`config.mk`:
```
export PLATFORM = sky130hd
export DESIGN_NAME = button_press_classifier
export DESIGN_NICKNAME = d
export VERILOG_FILES = /design/src/rtl/bpc_pkg.sv /design/src/rtl/button_press_classifier.sv /design/src/rtl/bpc_core.sv
export SDC_FILE = /design/constraint.sdc
export NUM_CORES = 1
export LEC_CHECK = 0
export BUFFER_PORTS_ARGS = -buffer_cell sky130_fd_sc_hd__buf_4
export CORE_ASPECT_RATIO = 0.9
export CORE_UTILIZATION = 64
export CTS_BUF_LIST = sky130_fd_sc_hd__clkbuf_2 sky130_fd_sc_hd__clkbuf_4 sky130_fd_sc_hd__clkbuf_8
export CTS_CLUSTER_SIZE = 30
export DETAILED_ROUTE_END_ITERATION = 7
export MAX_ROUTING_LAYER = met4
export PLACE_DENSITY = 0.83
export RECOVER_POWER = 25
export SLEW_MARGIN = 20
export SYNTH_ARGS = -nofsm -noshare
export SYNTH_HDL_FRONTEND = slang
export SYNTH_SLANG_ARGS = --single-unit
```
`constraint.sdc`:
```
create_clock -name clk -period 5.8 [get_ports clk]
set_clock_uncertainty 0.2 [all_clocks]
set_input_delay 0.58 -clock clk [delete_from_list [all_inputs] [get_ports clk]]
set_output_delay 0.58 -clock clk [all_outputs]
set_load 0.02 [all_outputs]
```
`src/rtl/bpc_pkg.sv`:
```
// Shared types and constants of the button press classifier.
package bpc_pkg;

	// Command carried with each input word.
	typedef enum logic {
		CMD_TICK = 1'b0,
		CMD_READ = 1'b1
	} cmd_t;

	// Configuration port geometry.
	localparam int THR_BITS      = 16;
	localparam int CFG_DATA_BITS = 16;
	localparam int REG_IDX_BITS  = 3;

	// Register indexes.
	localparam logic [REG_IDX_BITS-1:0] REG_SHORT_TICKS  = 3'd0;
	localparam logic [REG_IDX_BITS-1:0] REG_LONG_TICKS   = 3'd1;
	localparam logic [REG_IDX_BITS-1:0] REG_REPEAT_TICKS = 3'd2;
	localparam logic [REG_IDX_BITS-1:0] REG_REPEAT_MASK  = 3'd3;
	localparam logic [REG_IDX_BITS-1:0] REG_INPUT_MASK   = 3'd4;

	// Reset values of the timing registers.
	localparam logic [THR_BITS-1:0] SHORT_TICKS_RST  = 16'd20;
	localparam logic [THR_BITS-1:0] LONG_TICKS_RST   = 16'd600;
	localparam logic [THR_BITS-1:0] REPEAT_TICKS_RST = 16'd150;
	localparam int REPEAT_MASK_RST = 6;
	localparam int INPUT_MASK_RST  = 31;

	// Timing thresholds handed to the classifier core.
	typedef struct packed {
		logic [THR_BITS-1:0] short_ticks;
		logic [THR_BITS-1:0] long_ticks;
		logic [THR_BITS-1:0] repeat_ticks;
	} thr_t;

endpackage

```
`src/rtl/button_press_classifier.sv`:
```
// Top level of the button press classifier: input stage, config registers, result register.
//
//  channel   | direction | accepted when        | contents
//  ----------+-----------+----------------------+---------------------------------------
//  s_*       | in        | s_tvalid & s_tready  | tuser: cmd, tdata: pressed_mask
//  m_*       | out       | m_tvalid & m_tready  | tdata: button_code, long_flag
//  cfg_*     | in        | cfg_wen              | cfg_idx selects register, cfg_wdata
//
// One word is taken per clock cycle while s_tready is high. A word waits in the input stage;
// as it leaves, the counter and latched command update and a read lands in the result register.
// The result register is the only place that stalls: while it holds an untaken word, a
// further read waits in the input stage and holds s_tready low, ticks pass freely.
// Reset clears the counter, the latched command and both valid flags, and loads the
// register defaults 20, 600, 150, 6, 31.
module button_press_classifier #(
	parameter int INPUT_BITS = 5,
	parameter int COUNT_BITS = 16
) (
	input  logic                                  clk,
	input  logic                                  arst_n,
	// slave side
	input  logic                                  s_tvalid,
	output logic                                  s_tready,
	input  logic [((INPUT_BITS+7)/8)*8-1:0]       s_tdata,  // pressed_mask
	input  logic                                  s_tuser,  // cmd
	// master side
	output logic                                  m_tvalid,
	input  logic                                  m_tready,
	output logic [((INPUT_BITS+8)/8)*8-1:0]       m_tdata,  // button_code, long_flag
	// configuration write port
	input  logic                                  cfg_wen,
	input  logic [bpc_pkg::REG_IDX_BITS-1:0]      cfg_idx,
	input  logic [bpc_pkg::CFG_DATA_BITS-1:0]     cfg_wdata
);
	import bpc_pkg::*;

	localparam int OUT_BITS = ((INPUT_BITS + 8) / 8) * 8;

	// Configuration registers.
	thr_t                  thr_q;
	logic [INPUT_BITS-1:0] repeat_mask_q;
	logic [INPUT_BITS-1:0] input_mask_q;

	// Input stage.
	logic                  valid_s1;
	logic                  cmd_s1;
	logic [INPUT_BITS-1:0] mask_s1;

	// Result register.
	logic                  out_valid_q;
	logic [INPUT_BITS-1:0] out_code_q;
	logic                  out_long_q;

	logic                  is_read_s1, out_free, fire_s1, accept;
	logic [INPUT_BITS-1:0] core_code;
	logic                  core_long;

	// A tick never waits; a read waits only for room in the result register.
	assign is_read_s1 = valid_s1 && (cmd_s1 == CMD_READ);
	assign out_free   = !out_valid_q || m_tready;
	assign fire_s1    = valid_s1 && (!is_read_s1 || out_free);
	assign s_tready   = !valid_s1 || fire_s1;
	assign accept     = s_tvalid && s_tready;

	// Register writes; unknown indexes drop.
	always_ff @(posedge clk or negedge arst_n) begin
		if (!arst_n) begin
			thr_q.short_ticks  <= SHORT_TICKS_RST;
			thr_q.long_ticks   <= LONG_TICKS_RST;
			thr_q.repeat_ticks <= REPEAT_TICKS_RST;
			repeat_mask_q      <= INPUT_BITS'(REPEAT_MASK_RST);
			input_mask_q       <= INPUT_BITS'(INPUT_MASK_RST);
		end else if (cfg_wen) begin
			case (cfg_idx)
				REG_SHORT_TICKS:  thr_q.short_ticks  <= cfg_wdata[THR_BITS-1:0];
				REG_LONG_TICKS:   thr_q.long_ticks   <= cfg_wdata[THR_BITS-1:0];
				REG_REPEAT_TICKS: thr_q.repeat_ticks <= cfg_wdata[THR_BITS-1:0];
				REG_REPEAT_MASK:  repeat_mask_q      <= cfg_wdata[INPUT_BITS-1:0];
				REG_INPUT_MASK:   input_mask_q       <= cfg_wdata[INPUT_BITS-1:0];
				default: begin
				end
			endcase
		end
	end

	// Input stage valid: load on accept, drop once the word has been worked.
	always_ff @(posedge clk or negedge arst_n) begin
		if (!arst_n) begin
			valid_s1 <= 1'b0;
		end else if (accept) begin
			valid_s1 <= 1'b1;
		end else if (fire_s1) begin
			valid_s1 <= 1'b0;
		end
	end

	// Input stage payload: hold while stalled.
	always_ff @(posedge clk) begin
		if (accept) begin
			cmd_s1  <= s_tuser;
			mask_s1 <= s_tdata[INPUT_BITS-1:0];
		end
	end

	bpc_core #(
		.INPUT_BITS (INPUT_BITS),
		.COUNT_BITS (COUNT_BITS)
	) u_core (
		.clk         (clk),
		.arst_n      (arst_n),
		.step        (fire_s1),
		.cmd         (cmd_s1),
		.sample      (mask_s1),
		.thr         (thr_q),
		.repeat_mask (repeat_mask_q),
		.input_mask  (input_mask_q),
		.code        (core_code),
		.long_flag   (core_long)
	);

	// Result register: capture the latched command on a read, clear valid when taken.
	always_ff @(posedge clk or negedge arst_n) begin
		if (!arst_n) begin
			out_valid_q <= 1'b0;
		end else if (fire_s1 && is_read_s1) begin
			out_valid_q <= 1'b1;
		end else if (m_tready) begin
			out_valid_q <= 1'b0;
		end
	end

	always_ff @(posedge clk) begin
		if (fire_s1 && is_read_s1) begin
			out_code_q <= core_code;
			out_long_q <= core_long;
		end
	end

	assign m_tvalid = out_valid_q;
	assign m_tdata  = OUT_BITS'({out_long_q, out_code_q});

endmodule

```
`src/rtl/bpc_core.sv`:
```
// Press counter, short/long/autorepeat decision and latched command of the classifier.
module bpc_core #(
	parameter int INPUT_BITS = 5,
	parameter int COUNT_BITS = 16
) (
	input  logic                  clk,
	input  logic                  arst_n,
	input  logic                  step,
	input  logic                  cmd,
	input  logic [INPUT_BITS-1:0] sample,
	input  bpc_pkg::thr_t         thr,
	input  logic [INPUT_BITS-1:0] repeat_mask,
	input  logic [INPUT_BITS-1:0] input_mask,
	output logic [INPUT_BITS-1:0] code,
	output logic                  long_flag
);
	import bpc_pkg::*;

	// Compare width: room for count plus a 16-bit threshold without overflow.
	localparam int CW = ((COUNT_BITS > THR_BITS) ? COUNT_BITS : THR_BITS) + 1;

	logic [COUNT_BITS-1:0] press_count_q, press_count_d;
	logic [INPUT_BITS-1:0] prev_mask_q, prev_mask_d;
	logic [INPUT_BITS-1:0] lat_code_q, lat_code_d;
	logic                  lat_long_q, lat_long_d;

	logic [INPUT_BITS-1:0] now_mask;
	logic [COUNT_BITS-1:0] cnt_inc;
	logic [CW-1:0]         inc_ext, cnt_ext, short_ext, long_ext, rep_ext;

	assign now_mask  = sample & input_mask;
	assign cnt_inc   = (press_count_q == {COUNT_BITS{1'b1}}) ? press_count_q
	                                                         : press_count_q + 1'b1;
	assign inc_ext   = CW'(cnt_inc);
	assign cnt_ext   = CW'(press_count_q);
	assign short_ext = CW'(thr.short_ticks);
	assign long_ext  = CW'(thr.long_ticks);
	assign rep_ext   = CW'(thr.repeat_ticks);

	always_comb begin
		press_count_d = press_count_q;
		prev_mask_d   = prev_mask_q;
		lat_code_d    = lat_code_q;
		lat_long_d    = lat_long_q;
		if (cmd == CMD_READ) begin
			lat_code_d = '0;
			lat_long_d = 1'b0;
		end else if (now_mask != '0) begin
			prev_mask_d = now_mask;
			if (now_mask == prev_mask_q) begin
				press_count_d = cnt_inc;
				if (inc_ext == long_ext) begin
					lat_code_d = prev_mask_q;
					lat_long_d = 1'b1;
					// Pull back for autorepeat, clamping at zero.
					if ((now_mask & repeat_mask) != '0) begin
						if (inc_ext >= rep_ext)
							press_count_d = COUNT_BITS'(inc_ext - rep_ext);
						else
							press_count_d = '0;
					end
				end
			end
		end else begin
			prev_mask_d   = '0;
			press_count_d = '0;
			if (cnt_ext > short_ext && (cnt_ext + rep_ext) < long_ext)
				lat_code_d = prev_mask_q;
		end
	end

	always_ff @(posedge clk or negedge arst_n) begin
		if (!arst_n) begin
			press_count_q <= '0;
			prev_mask_q   <= '0;
			lat_code_q    <= '0;
			lat_long_q    <= 1'b0;
		end else if (step) begin
			press_count_q <= press_count_d;
			prev_mask_q   <= prev_mask_d;
			lat_code_q    <= lat_code_d;
			lat_long_q    <= lat_long_d;
		end
	end

	assign code      = lat_code_q;
	assign long_flag = lat_long_q;

endmodule

```
Yosys cells after proc, flatten, opt, wreduce, memory -nomap -nowiden
Cells that the tools add are included.
- memory bits (writable): 0
- bits in latches: 0
- memories kept: 0
- register bits after elaboration: 99
- word-level logic and storage cells: 83
- input bits: 33
- memory bits (read-only): 0
- shift operators: 0
- multiply operators: 0
- order comparisons: 3
- reduce and logical (&&, ||, !) cells: 29
- add/subtract/negate cells: 3
- bitwise logic cells: 3
- divide/modulo/power cells: 0
- mux-type cells: 20
- equality and inequality tests: 10
- operators by type and width (kind ; number):
    16-bit two-way mux ; 6
    5-bit two-way mux ; 6
    16-bit by 16-bit adder with 17-bit output ; 1
    17-bit by 16-bit < comparator with 1-bit output ; 1
    16-bit by 1-bit adder with 16-bit output, second input constant ; 1
    16-bit equality test ; 1
    16-bit equality test, second input constant ; 1
    16-bit greater-or-equal comparator ; 1
    16-bit greater-than comparator ; 1
    16-bit subtractor ; 1
    2-bit AND reduction ; 6
    5-bit AND ; 2
    2-bit nonzero test ; 5
    5-bit nonzero test ; 2
    1-bit two-way mux ; 8
    4-bit AND reduction ; 2
    3-bit by 2-bit equality test with 1-bit output, second input constant ; 2
    3-bit inequality test, second input constant ; 2
    5-bit equality test ; 1
    1-bit logical AND ; 5
    3-bit by 1-bit equality test with 1-bit output, second input constant ; 1
    3-bit equality test, second input constant ; 1
    1-bit logical NOT ; 3
    3-bit logical NOT ; 1
    other kinds (5) ; 7

Logic depth before layout (Yosys ltp)
Gate-level depths: netlist of run 1.
- depth in word-level cells: 8
- gate-level depth with buffers: 20
- depth with buffers taken out: 20

Modules after synthesis
From an unflattened synthesis of run 1, not the netlist that was laid out.
- cell total of the unflattened synthesis: 728
- area, all modules: 7240.7 µm²
- by module, submodules not included (module ; area an instance (µm²) ; times used ; cells an instance ; sequential area each (µm²)):
    bpc_core ; 4503.1 ; 1 ; 576 ; 675.6
    button_press_classifier ; 2737.6 ; 1 ; 152 ; 1883.1

Worst setup path after synthesis of run 1
OpenSTA, ideal clock, no wires.
- path kind: register -> register
- start point: reg thr_q[1] (netlist name)
- end point: reg u_core.lat_code_q[3], in the netlist u_core.code[3]
- required time: 5.474 ns
- path slack: 1.468 ns
- data arrival time: 4.006 ns
- period minus slack after synthesis: 4.332 ns
- stages on the path, launching flop included: 20
- path through: dfstp_2 > inv_1 > fa_1 > nor2b_1 > o21a_1 > o21ai_0 > a21oi_1 > o2111ai_1 > a31oi_1 > nand4b_1 > o311ai_0 > ha_1 > nand3_1 > and3_1 > nand4_1 > or4_1 > a211oi_1 > o211ai_1 > and3_1 > a221o_1
- cells in the longest elaborated chain, start to end: 5
- RTL lines (what ; line ; text):
    start: declaration ; button_press_classifier.sv:40 ; thr_t thr_q;
    16-bit by 16-bit adder with 17-bit output ; bpc_core.sv:67 ; if (cnt_ext > short_ext && (cnt_ext + rep_ext) < long_ext)
    17-bit by 16-bit < comparator with 1-bit output ; bpc_core.sv:67 ;
    1-bit logical AND ; bpc_core.sv:67 ;
    3-bit nonzero test (no source line) ; - ;
    4-bit AND reduction (no source line) ; - ;
    end signal: assignment ; bpc_core.sv:81 ; lat_code_q <= lat_code_d;
    end: declaration ; bpc_core.sv:24 ; logic [INPUT_BITS-1:0] lat_code_q, lat_code_d;
Every way passes these cells.
A chain may end at the register's enable or synchronous reset.

Worst setup path in the final report of run 1
- start point: reg u_core.press_count_q[1]
- end point: reg u_core.lat_code_q[4], in the netlist u_core.code[4]
- cells in the longest elaborated chain, start to end: 5
- elaborated cells on any way between the ends: 11
- classes of those cells: add/sub: 2; order compare: 2; eq/ne: 3; mux: 1; reduce/logical: 3
- RTL lines (what ; line ; text):
    start: declaration ; bpc_core.sv:22 ; logic [COUNT_BITS-1:0] press_count_q, press_count_d;
    start signal: assignment ; bpc_core.sv:79 ; press_count_q <= press_count_d;
    16-bit by 16-bit adder with 17-bit output, or another cell as far along ; bpc_core.sv:67 ;
    17-bit by 16-bit < comparator with 1-bit output or 16-bit two-way mux (tied branches) ; bpc_core.sv:67, bpc_core.sv:32 ;
    1-bit logical AND or 16-bit equality test (tied branches) ; bpc_core.sv:67, bpc_core.sv:52 ;
    3-bit nonzero test (no source line) or 3-bit inequality test (tied branches) ; - ;
    4-bit AND reduction (no source line) (*) ; - ;
Every way passes the cells marked *; elsewhere a longest branch is shown, timed or not.

==> impl_metrics.yaml, run 1 <==
die:
  die_h_um: 105.3
  num_io_pins: 43
  die_w_um: 116.8
  initial_core_util_pct: 66.06
  std_cell_rows: 37
  fp.dieArea_mm2: 0.01229
  core_area_mm2: 0.01148
synth:
  yosys_warnings: 0
  ys_types: 72
  synth_top_cell_by_area: "dfrtp_1"
  postSynthCellCount: 891
  ys_ff_latch: 99
  synthTopCellsByArea: "dfrtp_1, ha_1, dfstp_2"
  synth_top_area_share_pct: 23.09
  ys_seq_area_share_pct: 33.73
  ys.flop_type: "dfrtp_1"
  synthTopCellsByCount: "nand2_1, o21ai_0, dfrtp_1, inv_1, ha_1"
  syn-mean-instance-area_um2: 8.513
  synth.most_common_cell: "nand2_1"
  synth_edf_count: 12
  async_flop_share_pct: 87.88
  synth_area_mm2: 0.007585
clock_network:
  clock_sinks: 99
  clockBufferDepth: 2
  insertion_delay_ns: 0.40
  htree_levels: 3
  cts_buffers: 9
  cts_tree: "built"
  clk_pin_slew_ns: 0.10
  root_buffer: "clkbuf_8"
place:
  port_buffers: 37
  hpwl_mm: 17.65
  dp_slack_ns: 0.5412
  gp_congestion: 1.007
detailed_routing:
  routedWlPerCell_um: 21.72
  drtPass1Iterations: 5
  via_per_inst: 6.745
  ant_nets: 0
  drc_errors: 0
  vias: 7264
  drtIter0Drc: 829
  routed_wl_mm: 23.39
layout:
  register_area_mm2: 0.002559
  drive_above_1_share_pct: 12.16
  nFillCells: 906
  diodes: 0
  synthToLayoutAreaGrowth_pct: 8.463
  layout.nets: 1015
  final_core_util_pct: 71.65
  multi_input_area_mm2: 0.004617
global_routing:
  grt_pass1_vias: 6913
  grt_overflow: 0
  grt_first_pass_wirelength_mm: 36.34
  antenna_found_initial: 0
  grt_max_degree: 52
  track_usage_pct: 40.72
run_status:
  violations: "max-capacitance violations, max-slew violations"
  status: "finished, violations left"
sta:
  fmax_mhz: 181.6
  fin_crit_ns: 5.507
  setup_tns_ns: 0
  slew_viol_final: 38
  setup_viol_count_final: 0
  worstMarginPinSlew_ns: 2.090
  relSlewSlack_pct: -39.31
  min_period_over_period_pct: 94.95
  layout_setup_ws_ns: 0.2930
  hold_viol: 0
  whs_ns: 0.1743
  rsz0062_at_grt: "false"
flow_run:
  cap_violations: 1
worst_setup_path:
  start_kind: "register"
  cp-end-kind: "register"
  crit_type: "register to register"
  regToRegSetupSlack_ns: 0.29
  crit_fanout: 9
  arrival_ns: 5.58
  worstPathRequired_ns: 5.87
power:
  power_density_mw_per_mm2: 314.1
  p_leak_nw: 3.543
  vdd_drop_max_mv: 0.2614
hold_path:
  hold_class: "input port to register"
-- power by group --
part | internal [mW] | switching, mW | total, mW
clock network | 0.209 | 0.271 | 0.480
registers | 0.848 | 0.106 | 0.954
logic | 0.460 | 0.689 | 1.15
-- metal layers --
metal | up-vias | track usage [%] | wire [µm]
li1 | 3290 | - | -
met1 | 3521 | 53.49 | 9820
met2 | 391 | 62.26 | 10630
met3 | 62 | 7.591 | 2097
met4 | 0 | 16.00 | 843
met5 | - | - | 0
-- worst max-delay path: stages (launching register included) --
cell	delay, ns
dfrtp_1	0.54
ha_1	0.29
a21oi_1	0.29
o211ai_1	0.24
a31oi_1	0.38
a2111oi_0	0.21
o21a_1	0.24
o21ai_0	0.26
nand2b_1	0.15
nand3_1	0.08
ha_1	0.32
a221oi_1	0.32
nand4_1	0.16
or4_1	0.51
a211oi_1	0.23
o211ai_1	0.33
and3_1	0.32
a221o_1	0.31
-- timing repair --
action	CTS	global route
endpoints found under the setup margin	0	1
setup buffers	0	0
hold buffers	1	0
gates resized for setup	0	1
endpoints found under the hold margin	28	0
-- sequential cells by signal, indices dropped and copies added (netlist names) --
name and flops:
m_tvalid 1, u_core.prev_mask_q 5, valid_s1 1, repeat_mask_q 5, out_code_q 5, out_long_q 1, input_mask_q 5, thr_q 48
u_core.press_count_q 16, mask_s1 5, u_core.code 5, cmd_s1 1, u_core.long_flag 1
-- kinds of logic (layout without fill, tap and decap cells) --
group | count (synthesis) | count (layout) | share of synthesized area (%)
XOR/XNOR | 37 | 37 | 4.817
AO/OA/AOI/OAI | 233 | 233 | 19.76
AND/OR/NAND/NOR | 326 | 326 | 21.68
multiplexers | 20 | 20 | 2.870
flip-flops | 99 | 99 | 33.73
other | 1 | 2 | 0.04944
adder cells (fa/ha/maj) | 66 | 66 | 11.09
buffers and inverters | 109 | 138 | 6.005
-- metrics by stage --
step           instances  cell area (µm²)  power (mW)
5_1_grt             1077             8227       2.720
6_report            1077             8227       2.584
4_1_cts             1077             8228       2.553
3_5_place_dp        1060             8014       2.074
3_3_place_gp        1060             8014       2.019
2_1_floorplan        892             7589       1.721
-- worst paths after layout --
kind,start,to,depth (start not counted)
min in group asynchronous,arst_n,thr_q[41]$_DFFE_PN0P_,2
max in group asynchronous,arst_n,thr_q[35]$_DFFE_PN0P_,3
worst max register to register,u_core.press_count_q[1]$_DFFE_PN0P_,u_core.code[4]$_DFFE_PN0P_,17
worst min register to register,u_core.long_flag$_DFFE_PN0P_,out_long_q$_DFFE_PP_,0
worst min-delay path,s_tdata[4],mask_s1[4]$_DFFE_PP_,1
worst max-delay path,u_core.press_count_q[1]$_DFFE_PN0P_,u_core.code[4]$_DFFE_PN0P_,17
-- layout make-up --
class / instances / share of cell area, %
clock buffer: 10 / 1.597
clock inverter: 6 / 0.8821
inverter: 69 / 3.148
multi-input combinational: 684 / 56.12
sequential: 99 / 31.10
tap: 156 / 2.373
timing repair buffer: 53 / 4.776
-- cells in the final DEF, fill, tap and decap left out, drive strengths merged, types with 26 or more instances in the layout --
cell   netlist  layout
a21oi       37      37
buf         15      44
dfrtp       70      70
ha          64      64
inv         69      71
nand2      119     119
nand3       34      34
nor2        38      38
nor3        26      26
o21ai       83      83
xnor2       27      27
No activity file was read; power rests on OpenSTA's default activity.
==> inputs of run 2 (changes only) <==
Settings changed: CORE_MARGIN set to 2.
==> run 2 against run 1 <==
  * The run still ends with max-capacitance violations, max-slew violations left
  * Core utilization is essentially flat
  * Register-to-register slack is essentially flat
  * Combinational power is essentially flat
==> impl_metrics.yaml, run 2 (synthesis gave the netlist of run 1 again) <==
run_status:
  violations: "max-capacitance violations, max-slew violations"
  status: "finished, violations left"
clock_network:
  clock_sinks: 99
  clk_pin_slew_ns: 0.10
  cts_buffers: 9
  cts_tree: "built"
  htree_levels: 3
  root_buffer: "clkbuf_8"
  clockBufferDepth: 2
  insertion_delay_ns: 0.39
  cts-resized-gates: 0
detailed_routing:
  ant_nets: 0
  routed_wl_mm: 23.21
  drtIter0Drc: 1053
  vias: 7285
  via_per_inst: 6.745
  drc_errors: 0
  routedWlPerCell_um: 21.49
  drtPass1Iterations: 6
worst_setup_path:
  arrival_ns: 5.63
  crit_fanout: 11
  crit_type: "register to register"
  start_kind: "register"
  cp-end-kind: "register"
  worstPathRequired_ns: 5.93
die:
  std_cell_rows: 37
  die_h_um: 107.3
  fp.dieArea_mm2: 0.01274
  core_area_mm2: 0.01148
  initial_core_util_pct: 66.06
  die_w_um: 118.8
  num_io_pins: 43
place:
  port_buffers: 37
  gp_congestion: 1.021
  hpwl_mm: 17.45
layout:
  largestRegisters: "thr_q: 48 flops, u_core.press_count_q: 16 flops"
  layout.nets: 1016
  drive_above_1_share_pct: 11.93
  nFillCells: 917
  final_cell_mix: "nand2_1, o21ai_0, dfrtp_1"
  final_core_util_pct: 71.62
  largest_reg_flops: 48
  regMostFlops: "thr_q"
  layout_commonest_cell: "nand2_1"
  synthToLayoutAreaGrowth_pct: 8.413
sta:
  slew_viol_final: 35
  fmax_mhz: 182.0
  rsz0062_at_grt: "false"
  setup_tns_ns: 0
  setup_viol_count_final: 0
  relSlewSlack_pct: -26.59
  fin_crit_ns: 5.495
  worstMarginPinSlew_ns: 1.899
  min_period_over_period_pct: 94.74
  hold_viol: 0
hold_path:
  hold_class: "input port to register"
power:
  power_density_mw_per_mm2: 312.8
  p_leak_nw: 3.552
  vdd_drop_max_mv: 0.1939
global_routing:
  grt_max_degree: 55
  grt_overflow: 0
  track_usage_pct: 38.61
  grt_first_pass_wirelength_mm: 36.80
  antenna_found_initial: 2
  grt_pass1_vias: 6947
flow_run:
  cap_violations: 1
[run 2: worst paths after layout]
| check | start | to | slack (ns) | depth (start not counted) |
|---|---|---|---|---|
| setup / recovery | u_core.press_count_q[0]$_DFFE_PN0P_ | u_core.code[0]$_DFFE_PN0P_ | 0.31 | 20 |
| hold / removal | s_tuser | cmd_s1$_DFFE_PP_ | 0.18 | 1 |
| setup reg to reg | u_core.press_count_q[0]$_DFFE_PN0P_ | u_core.code[0]$_DFFE_PN0P_ | 0.31 | 20 |
| hold reg to reg | u_core.long_flag$_DFFE_PN0P_ | out_long_q$_DFFE_PP_ | 0.27 | 0 |
| max in group asynchronous | arst_n | u_core.press_count_q[0]$_DFFE_PN0P_ | 2.74 | 3 |
| min in group asynchronous | arst_n | thr_q[27]$_DFFE_PN0P_ | 1.05 | 2 |
[run 2: final cells by class]
| class | instances | area, µm² | share of cell area [%] |
|---|---|---|---|
| diodes | 2 | 5.005 | 0.06086 |
| clock buffers | 11 | 145.1 | 1.765 |
| inverters | 69 | 259.0 | 3.150 |
| well taps | 156 | 195.2 | 2.374 |
| flip-flops and latches | 99 | 2559 | 31.12 |
| repair buffers | 54 | 396.6 | 4.823 |
| clock inverters | 5 | 58.81 | 0.7152 |
| multi-input cells | 684 | 4604 | 56.00 |
[run 2: per-stage QoR]
| stage | area (µm²) | cells | hold WS, ns | worst slack, ns | power [mW] |
|---|---|---|---|---|---|
| finish | 8223 | 1080 | 0.1775 | 0.3053 | 2.572 |
| global route | 8223 | 1080 | 0.1690 | 0.04389 | 2.719 |
| CTS | 8235 | 1078 | 0.1442 | 0.4487 | 2.542 |
| detailed placement | 8021 | 1061 | 0.2418 | 0.4850 | 2.062 |
| global placement | 8021 | 1061 | 0.2357 | 0.7081 | 1.997 |
| floorplan | 7589 | 892 | 0.08441 | 1.468 | 1.721 |
[run 2: power breakdown]
group	internal, mW	switching, mW	total (mW)
clock network	0.219	0.260	0.479
registers	0.848	0.119	0.966
logic	0.457	0.669	1.13
total	1.52	1.05	2.57
[run 2: critical path, cell delays in order (launching register included)]
cell and delay, ns:
dfrtp_1 0.57, ha_1 0.24, inv_1 0.06, fa_1 0.42, nor2b_1 0.14, o21a_1 0.15, o21ai_0 0.11, a21oi_1 0.23
o2111ai_1 0.26, a31oi_1 0.42, nand4b_1 0.15, o311ai_0 0.12, ha_1 0.32, nand3_1 0.08, and3_1 0.15, nand4_1 0.12
or4_1 0.49, a211oi_1 0.19, o211ai_1 0.29, o2bb2ai_1 0.48, a221o_1 0.25
[run 2: routing by layer]
layer	track usage [%]	wire length [µm]	part of all wire, %	up-vias
met5	-	0	0	-
met4	16.75	922	4.0	0
met3	9.905	2293	9.9	75
met2	58.50	10500	45	413
met1	49.42	9498	41	3490
li1	-	-	-	3307
[run 2: timing repair]
action                    4_1_cts  5_1_grt
hold buffers                    1        0
setup buffers                   0        0
hold endpoints to repair       33        0
==> inputs of run 3 (changes only) <==
Settings changed: PLACE_DENSITY 0.83 to 0.9.
==> run 3 against run 2 <==
  * The run still ends with max-capacitance violations, max-slew violations left
  * Flip-flop and latch count stayed put
  * First-iteration DRC count is 16% lower
  * Register-to-register slack improved by 0.26 ns
  * Hold slack lost 0.016 ns
  * Design area shrank 0.44%
  * Cell count decreased by 0.56%
  * Non-clock buffer count is 4 lower
  * Fmax is 5.1% higher
  * Clock-buffer cell count fell by 1
  * Critical path depth did not move
  * Sequential power down 0.4%
  * Routed wire length down 7.6%
  * Critical path type unchanged
  * Largest cell class unchanged
==> impl_metrics.yaml, run 3 (synthesis gave the netlist of run 1 again) <==
hold_path:
  hold_class: "input port to register"
worst_setup_path:
  cp_slowest_stage_delay_ns: 0.55
  cp-end-kind: "register"
  crit_type: "register to register"
  worstPathRequired_ns: 5.90
  start_kind: "register"
  arrival_ns: 5.33
  cpMaxStageDelayCell: "dfrtp_1"
  crit_fanout: 11
  path_cells: "ha_1, inv_1, fa_1, nor2b_1, o21a_1, o21ai_0, a21oi_1, o2111ai_1, a31oi_1, nand4b_1, o311ai_0, ha_1, nand3_1, and3_1, nand4_1, or4_1, a211oi_1, o211ai_1, and3_1, a221o_1"
layout:
  synthToLayoutAreaGrowth_pct: 7.935
  final_cell_mix: "nand2_1, o21ai_0, dfrtp_1"
  nFillCells: 930
  drive_above_1_share_pct: 11.76
  diodes: 0
  layout_commonest_cell: "nand2_1"
  largest_reg_flops: 48
  final_core_util_pct: 71.31
  layout.nets: 1012
  regMostFlops: "thr_q"
  largestRegisters: "thr_q: 48 flops, u_core.press_count_q: 16 flops"
sta:
  rsz0062_at_grt: "false"
  fin_crit_ns: 5.230
  setup_viol_count_final: 0
  setup_tns_ns: 0
  min_period_over_period_pct: 90.17
  hold_viol: 0
  relSlewSlack_pct: -54.14
  fmax_mhz: 191.2
  slew_viol_final: 39
  worstMarginPinSlew_ns: 2.312
die:
  die_h_um: 107.3
  core_area_mm2: 0.01148
  num_io_pins: 43
  die_w_um: 118.8
  initial_core_util_pct: 66.06
  std_cell_rows: 37
  fp.dieArea_mm2: 0.01274
run_status:
  status: "finished, violations left"
  violations: "max-capacitance violations, max-slew violations"
clock_network:
  insertion_delay_ns: 0.41
  cts_buffers: 9
  post_cts.repair.setup_buffers: 0
  cts_tree: "built"
  cts-resized-gates: 0
  postCtsHoldBufs: 1
  htree_levels: 3
  root_buffer: "clkbuf_8"
  clk_pin_slew_ns: 0.11
  clockBufferDepth: 2
  clock_sinks: 99
global_routing:
  grt_max_degree: 51
  grt_pass1_vias: 6674
  grt_overflow: 0
  track_usage_pct: 35.91
  grt_first_pass_wirelength_mm: 34.47
  antenna_found_initial: 0
detailed_routing:
  drc_errors: 0
  drtPass1Iterations: 7
  routed_wl_mm: 21.46
  drtIter0Drc: 888
  ant_nets: 0
  routedWlPerCell_um: 19.98
  via_per_inst: 6.570
  vias: 7056
place:
  hpwl_mm: 16.33
  gp_congestion: 1.025
  port_buffers: 37
power:
  p_leak_nw: 3.529
  vdd_drop_max_mv: 0.1855
  power_density_mw_per_mm2: 306.4
flow_run:
  cap_violations: 1
==> run 3: final cells by class <==
| cell class | instances | area, µm² | share of cell area [%] |
|---|---|---|---|
| clock buffers | 10 | 137.6 | 1.681 |
| well taps | 156 | 195.2 | 2.384 |
| multi-input cells | 684 | 4611 | 56.32 |
| repair buffers | 50 | 370.4 | 4.524 |
| clock inverters | 6 | 55.05 | 0.6725 |
| inverters | 69 | 259.0 | 3.164 |
| flip-flops and latches | 99 | 2559 | 31.25 |
==> run 3: worst paths after layout <==
| kind | endpoint | start | slack, ns | depth (start not counted) |
|---|---|---|---|---|
| setup reg to reg | u_core.code[3]$_DFFE_PN0P_ | u_core.press_count_q[0]$_DFFE_PN0P_ | 0.57 | 20 |
| setup / recovery | u_core.code[3]$_DFFE_PN0P_ | u_core.press_count_q[0]$_DFFE_PN0P_ | 0.57 | 20 |
| hold reg to reg | out_long_q$_DFFE_PP_ | u_core.long_flag$_DFFE_PN0P_ | 0.29 | 0 |
| hold / removal | cmd_s1$_DFFE_PP_ | s_tuser | 0.16 | 1 |
| max in group asynchronous | thr_q[18]$_DFFE_PN0P_ | arst_n | 2.52 | 3 |
| min in group asynchronous | u_core.press_count_q[10]$_DFFE_PN0P_ | arst_n | 1.20 | 2 |
==> run 3: critical path: cells and delay by family (launching register included) <==
kind	cells	cell delay, ns
AO/OA/AOI/OAI	9	1.94
adder cells (fa/ha/maj)	3	0.98
buffers and inverters	1	0.06
flip-flops	1	0.55
AND/OR/NAND/NOR	7	1.39
==> run 3: where the power goes <==
group | switching, mW | total [mW] | internal [mW]
logic | 0.642 | 1.09 | 0.453
clock network | 0.275 | 0.451 | 0.176
registers | 0.115 | 0.962 | 0.847
==> run 3: metal layers <==
metal | routed length [µm] | track usage (%) | part of all wire, %
met4 | 975 | 16.07 | 4.5
met1 | 8865 | 46.75 | 41
met2 | 9494 | 53.53 | 44
met5 | 0 | - | 0
met3 | 2122 | 8.792 | 9.9
==> run 3: through the flow <==
stage | cells | area, µm² | power, mW | setup WS, ns | hold WS (ns)
after floorplan | 892 | 7589 | 1.721 | 1.468 | 0.08441
after global placement | 1057 | 7991 | 1.983 | 0.7909 | 0.2341
after detailed placement | 1057 | 7991 | 2.032 | 0.7123 | 0.2410
after CTS | 1074 | 8194 | 2.489 | 0.6742 | 0.1310
after global routing | 1074 | 8187 | 2.682 | 0.2427 | 0.1396
final | 1074 | 8187 | 2.508 | 0.5701 | 0.1615
